===== src/rtl/core/sccl_pkg.sv =====
// Package for the serial command code lock: widths, command words,
// response codes and the hex segment table. No dependencies.

package sccl_pkg;

    localparam int CODE_DIGITS  = 4;
    localparam int FRAME_LENGTH = 5;
    localparam int CMD_LEN      = 5;
    localparam int DISP_LEN     = 8;
    localparam int CNT_W        = $clog2(FRAME_LENGTH);
    localparam int POS_W        = 2;
    localparam int CMP_LEN      = (FRAME_LENGTH < CMD_LEN) ? FRAME_LENGTH : CMD_LEN;

    typedef logic [7:0]       t_byte;
    typedef logic [3:0]       t_digit;
    typedef logic [2:0]       t_resp;
    typedef logic [CNT_W-1:0] t_count;
    typedef logic [POS_W-1:0] t_pos;

    localparam t_resp RESP_NONE        = 3'd0;
    localparam t_resp RESP_CORRECT     = 3'd1;
    localparam t_resp RESP_WRONG       = 3'd2;
    localparam t_resp RESP_SETUP_START = 3'd3;
    localparam t_resp RESP_SETUP_DONE  = 3'd4;

    localparam t_byte CR_BYTE   = 8'h0d;
    localparam t_byte ZERO_CHAR = 8'h30;

    localparam t_byte SEG_O = 8'h3f;
    localparam t_byte SEG_P = 8'h73;
    localparam t_byte SEG_E = 8'h79;
    localparam t_byte SEG_N = 8'h54;
    localparam t_byte SEG_R = 8'h50;

    localparam t_byte WORD_ENTER [CMD_LEN] = '{8'h45, 8'h4e, 8'h54, 8'h45, 8'h52};
    localparam t_byte WORD_SET   [CMD_LEN] = '{8'h53, 8'h45, 8'h54, 8'h0d, 8'h0d};

    function automatic t_byte seg_hex(input t_digit d);
        t_byte s;
        case (d)
            4'h0: s = 8'h3f;
            4'h1: s = 8'h06;
            4'h2: s = 8'h5b;
            4'h3: s = 8'h4f;
            4'h4: s = 8'h66;
            4'h5: s = 8'h6d;
            4'h6: s = 8'h7d;
            4'h7: s = 8'h07;
            4'h8: s = 8'h7f;
            4'h9: s = 8'h6f;
            4'ha: s = 8'h77;
            4'hb: s = 8'h7c;
            4'hc: s = 8'h39;
            4'hd: s = 8'h5e;
            4'he: s = 8'h79;
            4'hf: s = 8'h71;
            default: s = 8'h00;
        endcase
        return s;
    endfunction

endpackage


===== src/rtl/core/sccl_if.sv =====
// Valid/ready channel interfaces of the serial command code lock.
// Depends on sccl_pkg for the payload types.

interface sccl_rx_if;
    logic             valid;
    logic             ready;
    sccl_pkg::t_byte  rx_byte;

    modport source (output valid, output rx_byte, input ready);
    modport sink   (input valid, input rx_byte, output ready);
endinterface

interface sccl_res_if;
    logic             valid;
    logic             ready;
    sccl_pkg::t_byte  seg0;
    sccl_pkg::t_byte  seg1;
    sccl_pkg::t_byte  seg2;
    sccl_pkg::t_byte  seg3;
    sccl_pkg::t_byte  seg4;
    sccl_pkg::t_byte  seg5;
    sccl_pkg::t_byte  seg6;
    sccl_pkg::t_byte  seg7;
    sccl_pkg::t_resp  response;

    modport source (output valid, output seg0, output seg1, output seg2, output seg3,
                    output seg4, output seg5, output seg6, output seg7,
                    output response, input ready);
    modport sink   (input valid, input seg0, input seg1, input seg2, input seg3,
                    input seg4, input seg5, input seg6, input seg7,
                    input response, output ready);
endinterface


===== src/rtl/core/serial_command_code_lock.sv =====
// Top level of the serial command code lock: frame assembly, command decode
// and the display image. Depends on sccl_pkg and the interfaces in sccl_if.sv.

// The lock takes one received byte per cycle on i_rx and groups the bytes into
// five-byte frames. The fifth byte of a frame is decoded in the same cycle it is
// accepted, and one result transaction (eight segment bytes and a response code)
// appears on o_res in the following cycle; bytes that do not close a frame
// produce nothing. The result sits in a single output register, so bytes that
// do not close a frame are taken even while a result waits; only the closing
// byte of the next frame waits until the pending result has been taken.
module serial_command_code_lock (
    input  logic          i_clk,
    input  logic          i_rst_n,
    sccl_rx_if.sink       i_rx,
    sccl_res_if.source    o_res
);
    import sccl_pkg::*;

    t_byte  r_shift [FRAME_LENGTH-1];
    t_count r_count, n_count;
    t_digit r_stored [CODE_DIGITS];
    t_digit n_stored [CODE_DIGITS];
    t_digit r_entered [CODE_DIGITS];
    t_digit n_entered [CODE_DIGITS];
    t_pos   r_pos, n_pos;
    logic   r_setup, n_setup;
    logic   r_clear_pending, n_clear_pending;
    t_byte  r_disp [DISP_LEN];
    t_byte  n_disp [DISP_LEN];
    t_resp  r_resp, n_resp;
    logic   r_out_valid, n_out_valid;

    t_byte  w_frame [FRAME_LENGTH];
    logic   w_last;
    logic   w_accept;
    logic   w_is_enter;
    logic   w_is_set;
    logic   w_match;
    t_byte  w_digit;
    logic [2:0] w_disp_idx;

    assign w_last      = (r_count == t_count'(FRAME_LENGTH - 1));
    assign i_rx.ready  = !w_last || !r_out_valid || o_res.ready;
    assign w_accept    = i_rx.valid && i_rx.ready;

    // The frame as seen at the closing byte: earlier bytes from the shift line.
    always_comb begin
        for (int i = 0; i < FRAME_LENGTH - 1; i++) begin
            w_frame[i] = r_shift[i];
        end
        w_frame[FRAME_LENGTH-1] = i_rx.rx_byte;
    end

    always_comb begin
        w_is_enter = (FRAME_LENGTH == CMD_LEN);
        w_is_set   = (FRAME_LENGTH == CMD_LEN);
        for (int i = 0; i < CMP_LEN; i++) begin
            if (w_frame[i] != WORD_ENTER[i]) w_is_enter = 1'b0;
            if (w_frame[i] != WORD_SET[i])   w_is_set   = 1'b0;
        end
        w_match = 1'b1;
        for (int i = 0; i < CODE_DIGITS; i++) begin
            if (r_entered[i] != r_stored[i]) w_match = 1'b0;
        end
    end

    assign w_digit    = w_frame[0] - ZERO_CHAR;
    assign w_disp_idx = 3'd4 + {1'b0, r_pos};

    always_comb begin
        n_count         = r_count;
        n_stored        = r_stored;
        n_entered       = r_entered;
        n_pos           = r_pos;
        n_setup         = r_setup;
        n_clear_pending = r_clear_pending;
        n_disp          = r_disp;
        n_resp          = r_resp;
        n_out_valid     = r_out_valid && !o_res.ready;

        if (w_accept) begin
            if (!w_last) begin
                n_count = r_count + t_count'(1);
            end else begin
                n_count     = '0;
                n_out_valid = 1'b1;
                n_resp      = RESP_NONE;
                if (w_is_enter) begin
                    for (int i = 0; i < DISP_LEN; i++) n_disp[i] = '0;
                    if (r_setup) begin
                        n_setup = 1'b0;
                        n_resp  = RESP_SETUP_DONE;
                    end else begin
                        n_clear_pending = 1'b1;
                        n_pos           = '0;
                        if (w_match) begin
                            n_disp[0] = SEG_O;
                            n_disp[1] = SEG_P;
                            n_disp[2] = SEG_E;
                            n_disp[3] = SEG_N;
                            n_resp    = RESP_CORRECT;
                        end else begin
                            n_disp[0] = SEG_E;
                            n_disp[1] = SEG_R;
                            n_disp[2] = SEG_R;
                            n_resp    = RESP_WRONG;
                        end
                    end
                end else if (w_is_set) begin
                    for (int i = 0; i < DISP_LEN; i++) n_disp[i] = '0;
                    n_setup = 1'b1;
                    n_pos   = '0;
                    n_resp  = RESP_SETUP_START;
                end else if (w_frame[1] == CR_BYTE && w_digit[7:4] == 4'h0) begin
                    // A digit above fifteen leaves the code and display as is.
                    if (r_pos == '0 && r_clear_pending) begin
                        for (int i = 0; i < DISP_LEN; i++) n_disp[i] = '0;
                    end
                    if (r_setup) n_stored[r_pos]  = w_digit[3:0];
                    else         n_entered[r_pos] = w_digit[3:0];
                    n_disp[w_disp_idx] = seg_hex(w_digit[3:0]);
                    if (r_pos == t_pos'(CODE_DIGITS - 1)) n_pos = '0;
                    else                                  n_pos = r_pos + t_pos'(1);
                end
            end
        end
    end

    // Shift line for the bytes of a frame before its closing byte.
    always_ff @(posedge i_clk) begin
        if (w_accept && !w_last) begin
            for (int i = 0; i < FRAME_LENGTH - 2; i++) begin
                r_shift[i] <= r_shift[i+1];
            end
            r_shift[FRAME_LENGTH-2] <= i_rx.rx_byte;
        end
    end

    always_ff @(posedge i_clk) begin
        if (!i_rst_n) begin
            r_count         <= '0;
            r_pos           <= '0;
            r_setup         <= 1'b0;
            r_clear_pending <= 1'b0;
            r_resp          <= RESP_NONE;
            r_out_valid     <= 1'b0;
            for (int i = 0; i < CODE_DIGITS; i++) begin
                r_stored[i]  <= t_digit'(i + 1);
                r_entered[i] <= '0;
            end
            for (int i = 0; i < DISP_LEN; i++) begin
                r_disp[i] <= '0;
            end
        end else begin
            r_count         <= n_count;
            r_pos           <= n_pos;
            r_setup         <= n_setup;
            r_clear_pending <= n_clear_pending;
            r_resp          <= n_resp;
            r_out_valid     <= n_out_valid;
            r_stored        <= n_stored;
            r_entered       <= n_entered;
            r_disp          <= n_disp;
        end
    end

    // The display only changes when a frame closes, which also loads the
    // result, so the image registers serve directly as the result payload.
    assign o_res.valid    = r_out_valid;
    assign o_res.seg0     = r_disp[0];
    assign o_res.seg1     = r_disp[1];
    assign o_res.seg2     = r_disp[2];
    assign o_res.seg3     = r_disp[3];
    assign o_res.seg4     = r_disp[4];
    assign o_res.seg5     = r_disp[5];
    assign o_res.seg6     = r_disp[6];
    assign o_res.seg7     = r_disp[7];
    assign o_res.response = r_resp;

    a_count_range: assert property (@(posedge i_clk) disable iff (!i_rst_n)
        r_count <= t_count'(FRAME_LENGTH - 1))
        else $error("frame byte count out of range");

    a_result_from_frame: assert property (@(posedge i_clk) disable iff (!i_rst_n)
        $rose(r_out_valid) |-> $past(w_accept && w_last))
        else $error("result appeared without a closing byte");

    a_setup_start: assert property (@(posedge i_clk) disable iff (!i_rst_n)
        (r_out_valid && r_resp == RESP_SETUP_START) |-> r_setup)
        else $error("setup started but setup flag is clear");

    a_setup_done: assert property (@(posedge i_clk) disable iff (!i_rst_n)
        (r_out_valid && r_resp == RESP_SETUP_DONE) |-> !r_setup)
        else $error("setup finished but setup flag is set");

    a_check_clears: assert property (@(posedge i_clk) disable iff (!i_rst_n)
        (r_out_valid && (r_resp == RESP_CORRECT || r_resp == RESP_WRONG))
            |-> (r_clear_pending && r_pos == '0))
        else $error("code check did not arm the display clear");

endmodule

===== src/flat_wrapper.sv =====
// flat-port wrapper written by rule: the top's interface ports become plain ports
module serial_command_code_lock_flat import sccl_pkg::*;
  (i_clk, i_rst_n, i_rx_valid, i_rx_rx_byte, i_rx_ready, o_res_valid, o_res_seg0, o_res_seg1, o_res_seg2, o_res_seg3, o_res_seg4, o_res_seg5, o_res_seg6, o_res_seg7, o_res_response, o_res_ready);
  sccl_rx_if i_rx_i ();
  sccl_res_if o_res_i ();
  input  logic i_clk;
  input  logic i_rst_n;
  input wire logic [$bits(i_rx_i.valid)-1:0] i_rx_valid;
  input wire logic [$bits(i_rx_i.rx_byte)-1:0] i_rx_rx_byte;
  output wire logic [$bits(i_rx_i.ready)-1:0] i_rx_ready;
  output wire logic [$bits(o_res_i.valid)-1:0] o_res_valid;
  output wire logic [$bits(o_res_i.seg0)-1:0] o_res_seg0;
  output wire logic [$bits(o_res_i.seg1)-1:0] o_res_seg1;
  output wire logic [$bits(o_res_i.seg2)-1:0] o_res_seg2;
  output wire logic [$bits(o_res_i.seg3)-1:0] o_res_seg3;
  output wire logic [$bits(o_res_i.seg4)-1:0] o_res_seg4;
  output wire logic [$bits(o_res_i.seg5)-1:0] o_res_seg5;
  output wire logic [$bits(o_res_i.seg6)-1:0] o_res_seg6;
  output wire logic [$bits(o_res_i.seg7)-1:0] o_res_seg7;
  output wire logic [$bits(o_res_i.response)-1:0] o_res_response;
  input wire logic [$bits(o_res_i.ready)-1:0] o_res_ready;
  assign i_rx_i.valid = i_rx_valid;
  assign i_rx_i.rx_byte = i_rx_rx_byte;
  assign i_rx_ready = i_rx_i.ready;
  assign o_res_valid = o_res_i.valid;
  assign o_res_seg0 = o_res_i.seg0;
  assign o_res_seg1 = o_res_i.seg1;
  assign o_res_seg2 = o_res_i.seg2;
  assign o_res_seg3 = o_res_i.seg3;
  assign o_res_seg4 = o_res_i.seg4;
  assign o_res_seg5 = o_res_i.seg5;
  assign o_res_seg6 = o_res_i.seg6;
  assign o_res_seg7 = o_res_i.seg7;
  assign o_res_response = o_res_i.response;
  assign o_res_i.ready = o_res_ready;
  serial_command_code_lock u_core (.i_clk(i_clk), .i_rst_n(i_rst_n), .i_rx(i_rx_i), .o_res(o_res_i));
endmodule

===== config.mk =====
export PLATFORM = sky130hd
export DESIGN_NAME = serial_command_code_lock_flat
export DESIGN_NICKNAME = d
export VERILOG_FILES = /design/src/rtl/core/sccl_pkg.sv /design/src/rtl/core/sccl_if.sv /design/src/rtl/core/serial_command_code_lock.sv /design/src/flat_wrapper.sv
export SDC_FILE = /design/constraint.sdc
export NUM_CORES = 1
export LEC_CHECK = 0
export CAP_MARGIN = 20
export CORE_MARGIN = 5
export CORE_UTILIZATION = 65
export DETAILED_ROUTE_END_ITERATION = 12
export DONT_BUFFER_PORTS = 1
export HOLD_SLACK_MARGIN = 0.05
export PLACE_DENSITY = 0.81
export SLEW_MARGIN = 20
export SYNTH_ARGS = -nofsm -noshare
export SYNTH_HDL_FRONTEND = slang
export SYNTH_SLANG_ARGS = --single-unit

===== constraint.sdc =====
create_clock -name i_clk -period 6.9 [get_ports i_clk]
set_input_delay 0 -clock i_clk [delete_from_list [all_inputs] [get_ports i_clk]]
set_output_delay 0 -clock i_clk [all_outputs]
set_load 0.02 [all_outputs]

==> results of run 1 <==
-- per-layer routing --
layer	vias up	global-route usage [%]
met2	125	34.8
met5	-	0
met3	18	5.96
li1	1646	-
met1	1578	29.0
met4	0	8.42
-- layout by cell type, fill, tap and decap left out, types with 6 or more instances in the layout --
master          n
a21oi_1         7
clkbuf_8       10
conb_1         16
dfxtp_1        72
dlygate4sd3_1  12
edfxtp_1       32
ha_1           14
inv_1           6
mux2i_1        38
nand2_1        39
nand3_1        29
nand4_1        15
nor2_1         41
nor4bb_1        8
o21ai_0        10
o22ai_1        21
xnor2_1        16
-- kinds of logic (layout without fill, tap and decap cells) --
family | after synthesis | after routing | synth area share (%)
buf+inv | 63 | 37 | 7.62
flops | 106 | 106 | 49.6
xor+xnor | 16 | 16 | 2.84
simple gates | 182 | 182 | 20.6
compound gates | 58 | 58 | 7.84
other cells | 1 | 16 | 0.0761
fa+ha+maj | 14 | 14 | 3.55
mux | 39 | 39 | 7.95
-- where the power goes --
group          total (mW)  switching [mW]  leakage (nW)  internal (mW)
clock               0.355           0.211        0.0933          0.144
combinational      0.0790          0.0498         0.834         0.0292
sequential          0.673          0.0165         0.911          0.657
-- registers in the layout, summed over array words and instances (netlist names), 2 cells and up --
name / count
u_core.r_stored: 16
u_core.r_count: 3
u_core.o_res.response: 3
u_core.o_res.seg6: 7
u_core.o_res.seg5: 7
u_core.o_res.seg4: 7
u_core.r_shift: 32
u_core.o_res.seg7: 7
u_core.r_entered: 16
u_core.r_pos: 2
-- worst max path at each step --
stage | startpoint | endpoint | slack, ps | cells past startpoint
floorplan | u_core.r_shift[3][5] | u_core.r_pos[1] | 4590 | 7
global placement | u_core.r_shift[3][5] | u_core.o_res.seg4[2] | 3910 | 5
detailed placement | u_core.r_shift[1][5] | u_core.o_res.seg4[3] | 3810 | 6
CTS | u_core.r_shift[1][5] | u_core.o_res.seg4[0] | 3780 | 6
global route | u_core.r_shift[1][4] | u_core.o_res.seg4[3] | 3550 | 6
finish | u_core.r_shift[1][5] | u_core.o_res.seg4[0] | 3770 | 6
-- metrics by stage --
step,std cells,instance area (um^2)
2_1_floorplan,494,4980
3_3_place_gp,538,4770
3_5_place_dp,538,4770
4_1_cts,567,5090
5_1_grt,567,5090
6_report,567,5090
-- cell type report --
class	count	share of cell area, %
tap	99	2.43
timing repair buffer	14	2.90
sequential	106	48.0
multi-input combinational	325	42.5
clock buffer	10	2.70
clock inverter	6	0.933
inverter	7	0.516
-- cell usage after synthesis (2+ instances only) --
cell type,instances
a21o_1,2
a21oi_1,7
a311o_1,2
and2_1,4
and3_1,3
buf_1,2
buf_2,3
buf_4,34
clkbuf_1,16
dfxtp_1,74
edfxtp_1,32
ha_1,14
inv_1,6
mux2i_1,38
nand2_1,39
nand2b_1,4
nand3_1,29
nand3b_1,4
nand4_1,15
nand4b_1,3
nor2_1,41
nor2b_1,3
nor3_1,5
nor3b_2,5
nor4_1,4
nor4b_1,4
nor4bb_1,8
o211ai_1,5
o21a_1,2
o21ai_0,10
o21ai_1,2
o22ai_1,21
or2_2,2
or4_1,2
xnor2_1,16
-- worst max-delay path: stages (launching register included) --
cell and delay (ps):
edfxtp_1 400, nor3_1 360, nand3_1 160, or4_1 700
a211oi_4 820, a21o_1 380, mux2i_1 230
-- what timing repair did --
item | in CTS | in global routing
endpoints found under the setup margin | 0 | 0
hold endpoints to repair | 53 | 0
hold buffers | 13 | 0
setup buffers | 0 | 0
==> results_dict.tcl, run 1 <==
set metrics [dict create \
    ir_worst_vdd_mv 0.131 \
    final_antenna_net_count 0 \
    whs_ps 58.5 \
    routedWlPerCell_um 17.9 \
    drv_cap 0 \
    avgSynthCellArea_um2 10.3 \
    num_rows 31 \
    clk_latency_ps 380 \
    wirelength_mm 10.2 \
    min_from "i_rst_n" \
    clock_sinks 106 \
    final_util_pct 69.5 \
    ys_ff_latch 106 \
    gp_congestion 0.848 \
    p_leak_nw 1.84 \
    p_per_area_nw_per_um2 217 \
    grt_max_degree 52 \
    grt_pass1_vias 3320 \
    vias 3367 \
    wl_met3_um 769 \
    fmax_mhz 319 \
    r2r_setup_slack_ps 3770 \
    grt-ovfl-total 0 \
    initial_core_util_pct 67.2 \
    rsz0062_at_grt "false" \
    crit_fanout 24 \
    slew_headroom_pct 25.2 \
    ys_warn_count 0 \
    cts.repair.resized 0 \
    critPathRequiredTime_ps 7210 \
    drt-initial-drc-count 189 \
    cts_buffer_depth 2 \
    fill_cells 554 \
    async_flop_share_pct 0 \
    slew_violations 0 \
    dieArea_um2 9420 \
    cts_tree "done" \
    seq_area_um2 2440 \
    wl_met1_mm 4.49 \
    post-place-ws_ps 3810 \
    fin_tns_setup_ps 0 \
    drc 0 \
    fin_crit_sh_pct 45.4 \
    nets 489 \
    finClkSkew_ps 11.0 \
    min_period_ps 3130 \
    io_pins 81 \
    diodes 0 \
    grt_pass1_wl_mm 16.8 \
    tightest_slew_ps 1120 \
    yosysSeqAreaShare_pct 49.6 \
    routed_via_density 5.94 \
    yosys.area.top_type "dfxtp_1" \
    hold_end "u_core.r_entered[14]" \
    finalHoldViolCount 0 \
    setup_viol 0 \
    gr-usage-all-layers_pct 22.1 \
    routed.top_layer "met4" \
    antenna_found_initial 0 \
    synthToLayoutAreaGrowth_pct 3.38 \
    hp-class "in2reg" \
    r2r-end "u_core.o_res.seg4[0]" \
    synth_ff_type "dfxtp_1" \
    yosys.area.top_type_share_pct 30.1 \
    setup_slack_ps 3770 \
    hold_path_depth 2 \
    drive_above_1_share_pct 7.05 \
    reg2reg_depth 6 \
    worstSetupPathType "reg2reg" \
    status "completed" \
    synth.cell_area_um2 4930 \
    synthCells 479 \
    cts_buffers 9 \
    io_buffers 0 \
    synth_cell_type_count 53 \
    startpoint_type "flip-flop" \
    routed-wl-met2_mm 4.68 \
    die_w_um 97.1 \
    path_clk_slew_ps 100 \
    dieHeight_um 97.1 \
    core_um2 7330 \
    cp_data_arrival_time_ps 3440 \
    hpwl_mm 7.02 \
    htreeDepth 3 \
    synth-edff-count 32 \
    power_mw 1.11 \
    regToRegStartpoint "u_core.r_shift[1][5]" \
    first_pass_iters 5 \
    cts_root_buffer "clkbuf_8" \
    end_kind "flip-flop" \
    multi_input_area_um2 2170 \
    yosys-top-cells-area "dfxtp_1 30%, edfxtp_1 19%, mux2i_1 7.7%" \
]
Note: power is estimated with default switching activity, not from simulation.
==> run 2, diff against run 1 <==
--- a/config.mk
+++ b/config.mk
@@ -5,13 +5,14 @@
 export SDC_FILE = /design/constraint.sdc
 export NUM_CORES = 1
 export LEC_CHECK = 0
+export ABC_AREA = 1
 export CAP_MARGIN = 20
 export CORE_MARGIN = 5
-export CORE_UTILIZATION = 65
+export CORE_UTILIZATION = 57
 export DETAILED_ROUTE_END_ITERATION = 12
 export DONT_BUFFER_PORTS = 1
 export HOLD_SLACK_MARGIN = 0.05
-export PLACE_DENSITY = 0.81
+export PLACE_DENSITY = 0.75
 export SLEW_MARGIN = 20
 export SYNTH_ARGS = -nofsm -noshare
 export SYNTH_HDL_FRONTEND = slang
==> constraint.sdc (replaced) <==
create_clock -name i_clk -period 2.6 [get_ports i_clk]
set_input_delay 0 -clock i_clk [delete_from_list [all_inputs] [get_ports i_clk]]
set_output_delay 0 -clock i_clk [all_outputs]
set_load 0.02 [all_outputs]
==> results_dict.tcl, run 2 <==
set metrics [dict create \
    status "completed" \
    min_from "i_rx_rx_byte[4]" \
    grt-ovfl-total 0 \
    gp_congestion 0.899 \
    synth_commonest_cells "118 x nand2_1, 81 x nor2_1, 74 x dfxtp_1" \
    ys_ff_latch 106 \
    clk_latency_ps 370 \
    most-common-layout-cells "118 x nand2_1, 80 x nor2_1, 72 x dfxtp_1" \
    drv_cap 0 \
    setup_slack_ps 295 \
    ir_worst_vdd_mv 0.301 \
    fill_cells 807 \
    vias 4051 \
    first_pass_iters 5 \
    end_kind "flip-flop" \
    drc 0 \
    largest-register "u_core.r_shift" \
    synth_compound_area_share_pct 13.1 \
    io_pins 81 \
    r2r_setup_slack_ps 300 \
    critPathRequiredTime_ps 2880 \
    path_clk_slew_ps 110 \
    cts_buffer_depth 2 \
    synth_fa_ha_area_share_pct 3.33 \
    synthToLayoutAreaGrowth_pct 4.36 \
    final_cells 748 \
    die_w_um 106 \
    initial_core_util_pct 57.7 \
    diodes 0 \
    worstSetupPathType "reg2reg" \
    fin_crit_sh_pct 88.6 \
    hp-class "in2reg" \
    min_period_ps 2300 \
    cts_tree "done" \
    synth_xor_area_share_pct 2.00 \
    synth_cell_type_count 40 \
    final_common_cell "nand2_1" \
    htreeDepth 3 \
    synth_top_family_by_area "simple AND/OR/NAND/NOR gates" \
    slew_violations 0 \
    wirelength_mm 11.1 \
    grt_pass1_wl_mm 18.7 \
    finClkSkew_ps 13.5 \
    slew_headroom_pct 60.2 \
    avgSynthCellArea_um2 8.21 \
    clock_sinks 106 \
    final_cell_area_um2 5480 \
    hold_path_depth 6 \
    p_per_area_nw_per_um2 533 \
    drive_above_1_share_pct 8.63 \
    final_antenna_net_count 0 \
    antenna_found_initial 0 \
    dieHeight_um 106 \
    grt_max_degree 58 \
    ys_warn_count 0 \
    grt_pass1_vias 3888 \
    routed_via_density 5.42 \
    dieArea_um2 11200 \
    synth_ff_type "dfxtp_1" \
    synthSimpleGateAreaFrac_pct 22.8 \
    rsz0062_at_grt "false" \
    routedWlPerCell_um 14.8 \
    async_flop_share_pct 0 \
    core_um2 9110 \
    yosys.area.top_type "dfxtp_1" \
    power_mw 2.92 \
    yosys-top-cells-area "dfxtp_1 28%, edfxtp_1 18%, nand2_1 8.4%" \
    fin_tns_setup_ps 0 \
    yosys.area.top_type_share_pct 28.2 \
    yosysSeqAreaShare_pct 46.5 \
    post-place-cells 718 \
    num_rows 35 \
    synth_mux_area_share_pct 0 \
    p_leak_nw 2.28 \
    synthCells 640 \
    largest_register_ffs 32 \
    setup_viol 0 \
    tightest_slew_ps 603 \
    top_regs "u_core.r_shift (32), u_core.r_entered (16), u_core.r_stored (16)" \
    synth.cell_area_um2 5250 \
    drt-initial-drc-count 218 \
    reg2reg_depth 12 \
    synth-edff-count 32 \
    crit_fanout 19 \
    synth.most_common_cell "nand2_1" \
    io_buffers 0 \
    regToRegStartpoint "u_core.r_shift[0][1]" \
    cts_root_buffer "clkbuf_8" \
    fmax_mhz 434 \
    finalHoldViolCount 0 \
    cp_data_arrival_time_ps 2590 \
    gr-usage-all-layers_pct 20.5 \
    cts_buffers 9 \
    post-place-ws_ps 229 \
    startpoint_type "flip-flop" \
    crit_start "u_core.r_shift[0][1]" \
    hpwl_mm 7.84 \
    nets 658 \
    placed_cell_area_um2 5140 \
]
-- run 2: kinds of logic (layout without fill, tap and decap cells) --
kind of cell    count (synthesis)  after routing
simple gates                  259            259
buf+inv                       130            112
compound gates                118            118
flops                         106            106
fa+ha+maj                      14             14
xor+xnor                       12             12
other cells                     1             16
-- run 2: routing by layer --
metal,vias up,track usage (%),routed length (um)
li1,2032,-,-
met1,1884,27.2,4920
met2,122,33.5,5250
met3,13,4.55,735
met4,0,6.29,174
met5,-,0,0
-- run 2: final timing paths --
kind | end
worst max-delay path | u_core.r_pos[1]
worst min-delay path | u_core.o_res.response[2]
worst max register to register | u_core.r_pos[1]
worst min register to register | u_core.r_shift[2][1]
-- run 2: critical path: stages (launching register included) --
cell and delay (ps):
edfxtp_1 450, inv_2 80, ha_1 220, nor3b_1 260, nand2_1 90, nor2_1 180
nand3_2 130, nand2_4 160, nand2_8 140, nand2_4 160, nand2_1 140, o21ai_0 170
nor2_1 50
-- run 2: through the flow --
| step | util, % | hold slack (ps) |
|---|---|---|
| after global placement | 56.5 | 99.0 |
| after detailed placement | 56.5 | 99.0 |
| final | 60.2 | 65.5 |
| after CTS | 60.0 | 51.7 |
| after floorplan | - | 98.9 |
| after global routing | 60.2 | 82.1 |
-- run 2: power by group --
group / switching (mW) / leakage (nW) / internal [mW]
Clock: 0.593 / 0.0931 / 0.368
Sequential: 0.0302 / 0.910 / 1.74
Combinational: 0.136 / 1.28 / 0.0556
-- run 2: area by class of cell --
cell class / count / area (um^2) / area share [%]
tap: 111 / 139 / 2.53
sequential: 106 / 2440 / 44.6
multi-input combinational: 419 / 2240 / 40.8
clock buffer: 9 / 124 / 2.26
inverter: 77 / 294 / 5.36
timing repair buffer: 19 / 185 / 3.38
clock inverter: 7 / 60.1 / 1.10
-- run 2: what timing repair did --
action / CTS / global route
hold buffers: 13 / 0
resized for setup: 0 / 1
endpoints found under the setup margin: 0 / 2
buffers inserted: 0 / 1
endpoints found under the hold margin: 82 / 0
==> run 3, diff against run 2 <==
--- a/config.mk
+++ b/config.mk
@@ -7,12 +7,14 @@
 export LEC_CHECK = 0
 export ABC_AREA = 1
 export CAP_MARGIN = 20
+export CELL_PAD_IN_SITES_DETAIL_PLACEMENT = 2
+export CELL_PAD_IN_SITES_GLOBAL_PLACEMENT = 2
 export CORE_MARGIN = 5
-export CORE_UTILIZATION = 57
+export CORE_UTILIZATION = 34
 export DETAILED_ROUTE_END_ITERATION = 12
 export DONT_BUFFER_PORTS = 1
 export HOLD_SLACK_MARGIN = 0.05
-export PLACE_DENSITY = 0.75
+export PLACE_DENSITY_LB_ADDON = 0.1
 export SLEW_MARGIN = 20
 export SYNTH_ARGS = -nofsm -noshare
 export SYNTH_HDL_FRONTEND = slang
==> constraint.sdc (replaced) <==
create_clock -name i_clk -period 2.05 [get_ports i_clk]
set_input_delay 0 -clock i_clk [delete_from_list [all_inputs] [get_ports i_clk]]
set_output_delay 0 -clock i_clk [all_outputs]
set_load 0.02 [all_outputs]
==> results_dict.tcl, run 3 (synthesis results as in run 2) <==
set metrics [dict create \
    status "completed" \
    htreeDepth 3 \
    power_mw 4.33 \
    fin_crit_sh_pct 98.6 \
    drive_above_1_share_pct 16.4 \
    largest-register "u_core.r_shift" \
    setup_slack_ps 29.3 \
    cp_data_arrival_time_ps 2270 \
    hp-class "in2reg" \
    final_common_cell "nand2_1" \
    crit_fanout 5 \
    vias 4259 \
    path_cells "ha_4 > nor3b_4 > nand2_1 > nor2_2 > nand3_2 > nand2_4 > buf_12 > nor2_2 > buf_4 > nand2_1 > nand2_1 > inv_2 > nor2_1" \
    cts_buffers 9 \
    p_comb_share_pct 7.1 \
    use_met1_pct 21.2 \
    wirelength_mm 15.3 \
    first_pass_iters 4 \
    dieArea_um2 18000 \
    clkPwrFrac_pct 41.1 \
    finClkSkew_ps 6.72 \
    diodes 0 \
    nets 691 \
    dieHeight_um 134 \
    gr-usage-met2_pct 30.7 \
    netSwitchingFraction_pct 24.6 \
    routedWlPerCell_um 17.8 \
    power_frac_seq_pct 51.8 \
    fmax_mhz 495 \
    grt.met3_usage_pct 4.88 \
    io_buffers 0 \
    finalHoldViolCount 0 \
    gp_congestion 0.797 \
    largest_register_ffs 32 \
    critPathRequiredTime_ps 2300 \
    most-common-layout-cells "113 x nand2_1, 72 x dfxtp_1, 70 x nor2_1" \
    num_rows 45 \
    initial_core_util_pct 34.6 \
    post-place-ws_ps -79.1 \
    antenna_found_initial 0 \
    clock_sinks 106 \
    hpwl_mm 11.2 \
    cts_buffer_depth 2 \
    cts_root_buffer "clkbuf_16" \
    slowest_delay_ps 480 \
    rsz0062_at_grt "true" \
    core_um2 15200 \
    setup_viol 0 \
    p_per_area_nw_per_um2 709 \
    synthToLayoutAreaGrowth_pct 16.1 \
    routed_via_density 4.96 \
    cts_tree "done" \
    crit_slowest_cell "edfxtp_1" \
    tightest_slew_ps 590 \
    min_period_ps 2020 \
    slew_headroom_pct 60.4 \
    grt_pass1_wl_mm 24.8 \
    p_int_mw 3.26 \
    grt_max_degree 57 \
    grt-ovfl-total 0 \
    grt_pass1_vias 4694 \
    die_w_um 134 \
    switchingPower_mw 1.06 \
    worstSetupPathType "reg2reg" \
    slew_violations 0 \
    p_leak_nw 2.53 \
    drt-initial-drc-count 118 \
    drc 0 \
    startpoint_type "flip-flop" \
    gr-usage-all-layers_pct 17.4 \
    final_antenna_net_count 0 \
    top_usage_layer "met2" \
    clk_latency_ps 360 \
    path_clk_slew_ps 70 \
    drv_cap 0 \
    top_regs "u_core.r_shift (32), u_core.r_entered (16), u_core.r_stored (16)" \
    end_kind "flip-flop" \
    io_pins 81 \
    ir_worst_vdd_mv 0.374 \
    crit_top_cell "nand2_1" \
]
==> run 3: cell count changes in the layout (fill, tap and decap cells not counted), moves of 4 or more <==
cell	before	now
nor2_2	2	8
nor2_1	80	70
clkbuf_8	9	0
buf_4	6	33
nand2_1	118	113
nor2_4	7	11
clkbuf_16	0	9
nand2_2	0	4
==> run 3: routing by layer <==
layer	part of all wire, %	up-vias	routed length [um]
met4	1.3	0	200
met1	44	2095	6750
li1	-	2092	-
met3	3.8	13	576
met2	51	59	7780
met5	0	-	0
==> run 3: timing repair <==
action	4_1_cts	5_1_grt
cloned	0	1
hold endpoints to repair	68	0
buffers inserted	0	7
gates resized for setup	6	31
setup endpoints to repair	29	58
pin swaps	0	10
hold buffers	12	0
==> run 3: critical path: cells and delay by family (launching register included) <==
kind / cells / cell delay, ps
simple gates: 9 / 920
flops: 1 / 480
buf+inv: 3 / 340
fa+ha+maj: 1 / 180
==> run 3: area by class of cell <==
| class | count | area (um^2) |
|---|---|---|
| clock buffers | 9 | 225 |
| clock inverters | 7 | 73.8 |
| multi-input cells | 420 | 2350 |
| repair buffers | 51 | 475 |
| fillers | 1718 | 9100 |
| flip-flops and latches | 106 | 2440 |
| inverters | 77 | 294 |
| well taps | 188 | 235 |
==> run 3: final timing paths <==
path                                            from                   end  slack (ps)  cells after the start
worst min-delay path                 i_rx_rx_byte[2]        u_core.r_setup          90                      6
worst min register to register  u_core.r_shift[3][1]  u_core.r_shift[2][1]         460                      0
worst max-delay path            u_core.r_shift[0][0]  u_core.o_res.seg6[3]          30                     13
worst max register to register  u_core.r_shift[0][0]  u_core.o_res.seg6[3]          30                     13
==> run 3: power by group through the flow <==
stage                     Combinational, mW  Sequential, mW  Clock [mW]
after global routing                  0.340            2.25        1.94
after detailed placement              0.258            2.29           0
after CTS                             0.301            2.24        1.84
final                                 0.308            2.24        1.78
after floorplan                       0.189            2.28           0
after global placement                0.247            2.29           0
==> run 3: through the flow <==
step	util, %	std cells	cell area, um^2	hold slack (ps)	TNS [ps]
2_1_floorplan	-	655	5320	98.9	0
3_3_place_gp	35.9	822	5460	99.0	-0.327
3_5_place_dp	35.9	822	5460	99.0	-428
4_1_cts	38.8	850	5910	80.8	-79.5
5_1_grt	40.1	858	6100	138	-1600
6_report	40.1	858	6100	89.5	0
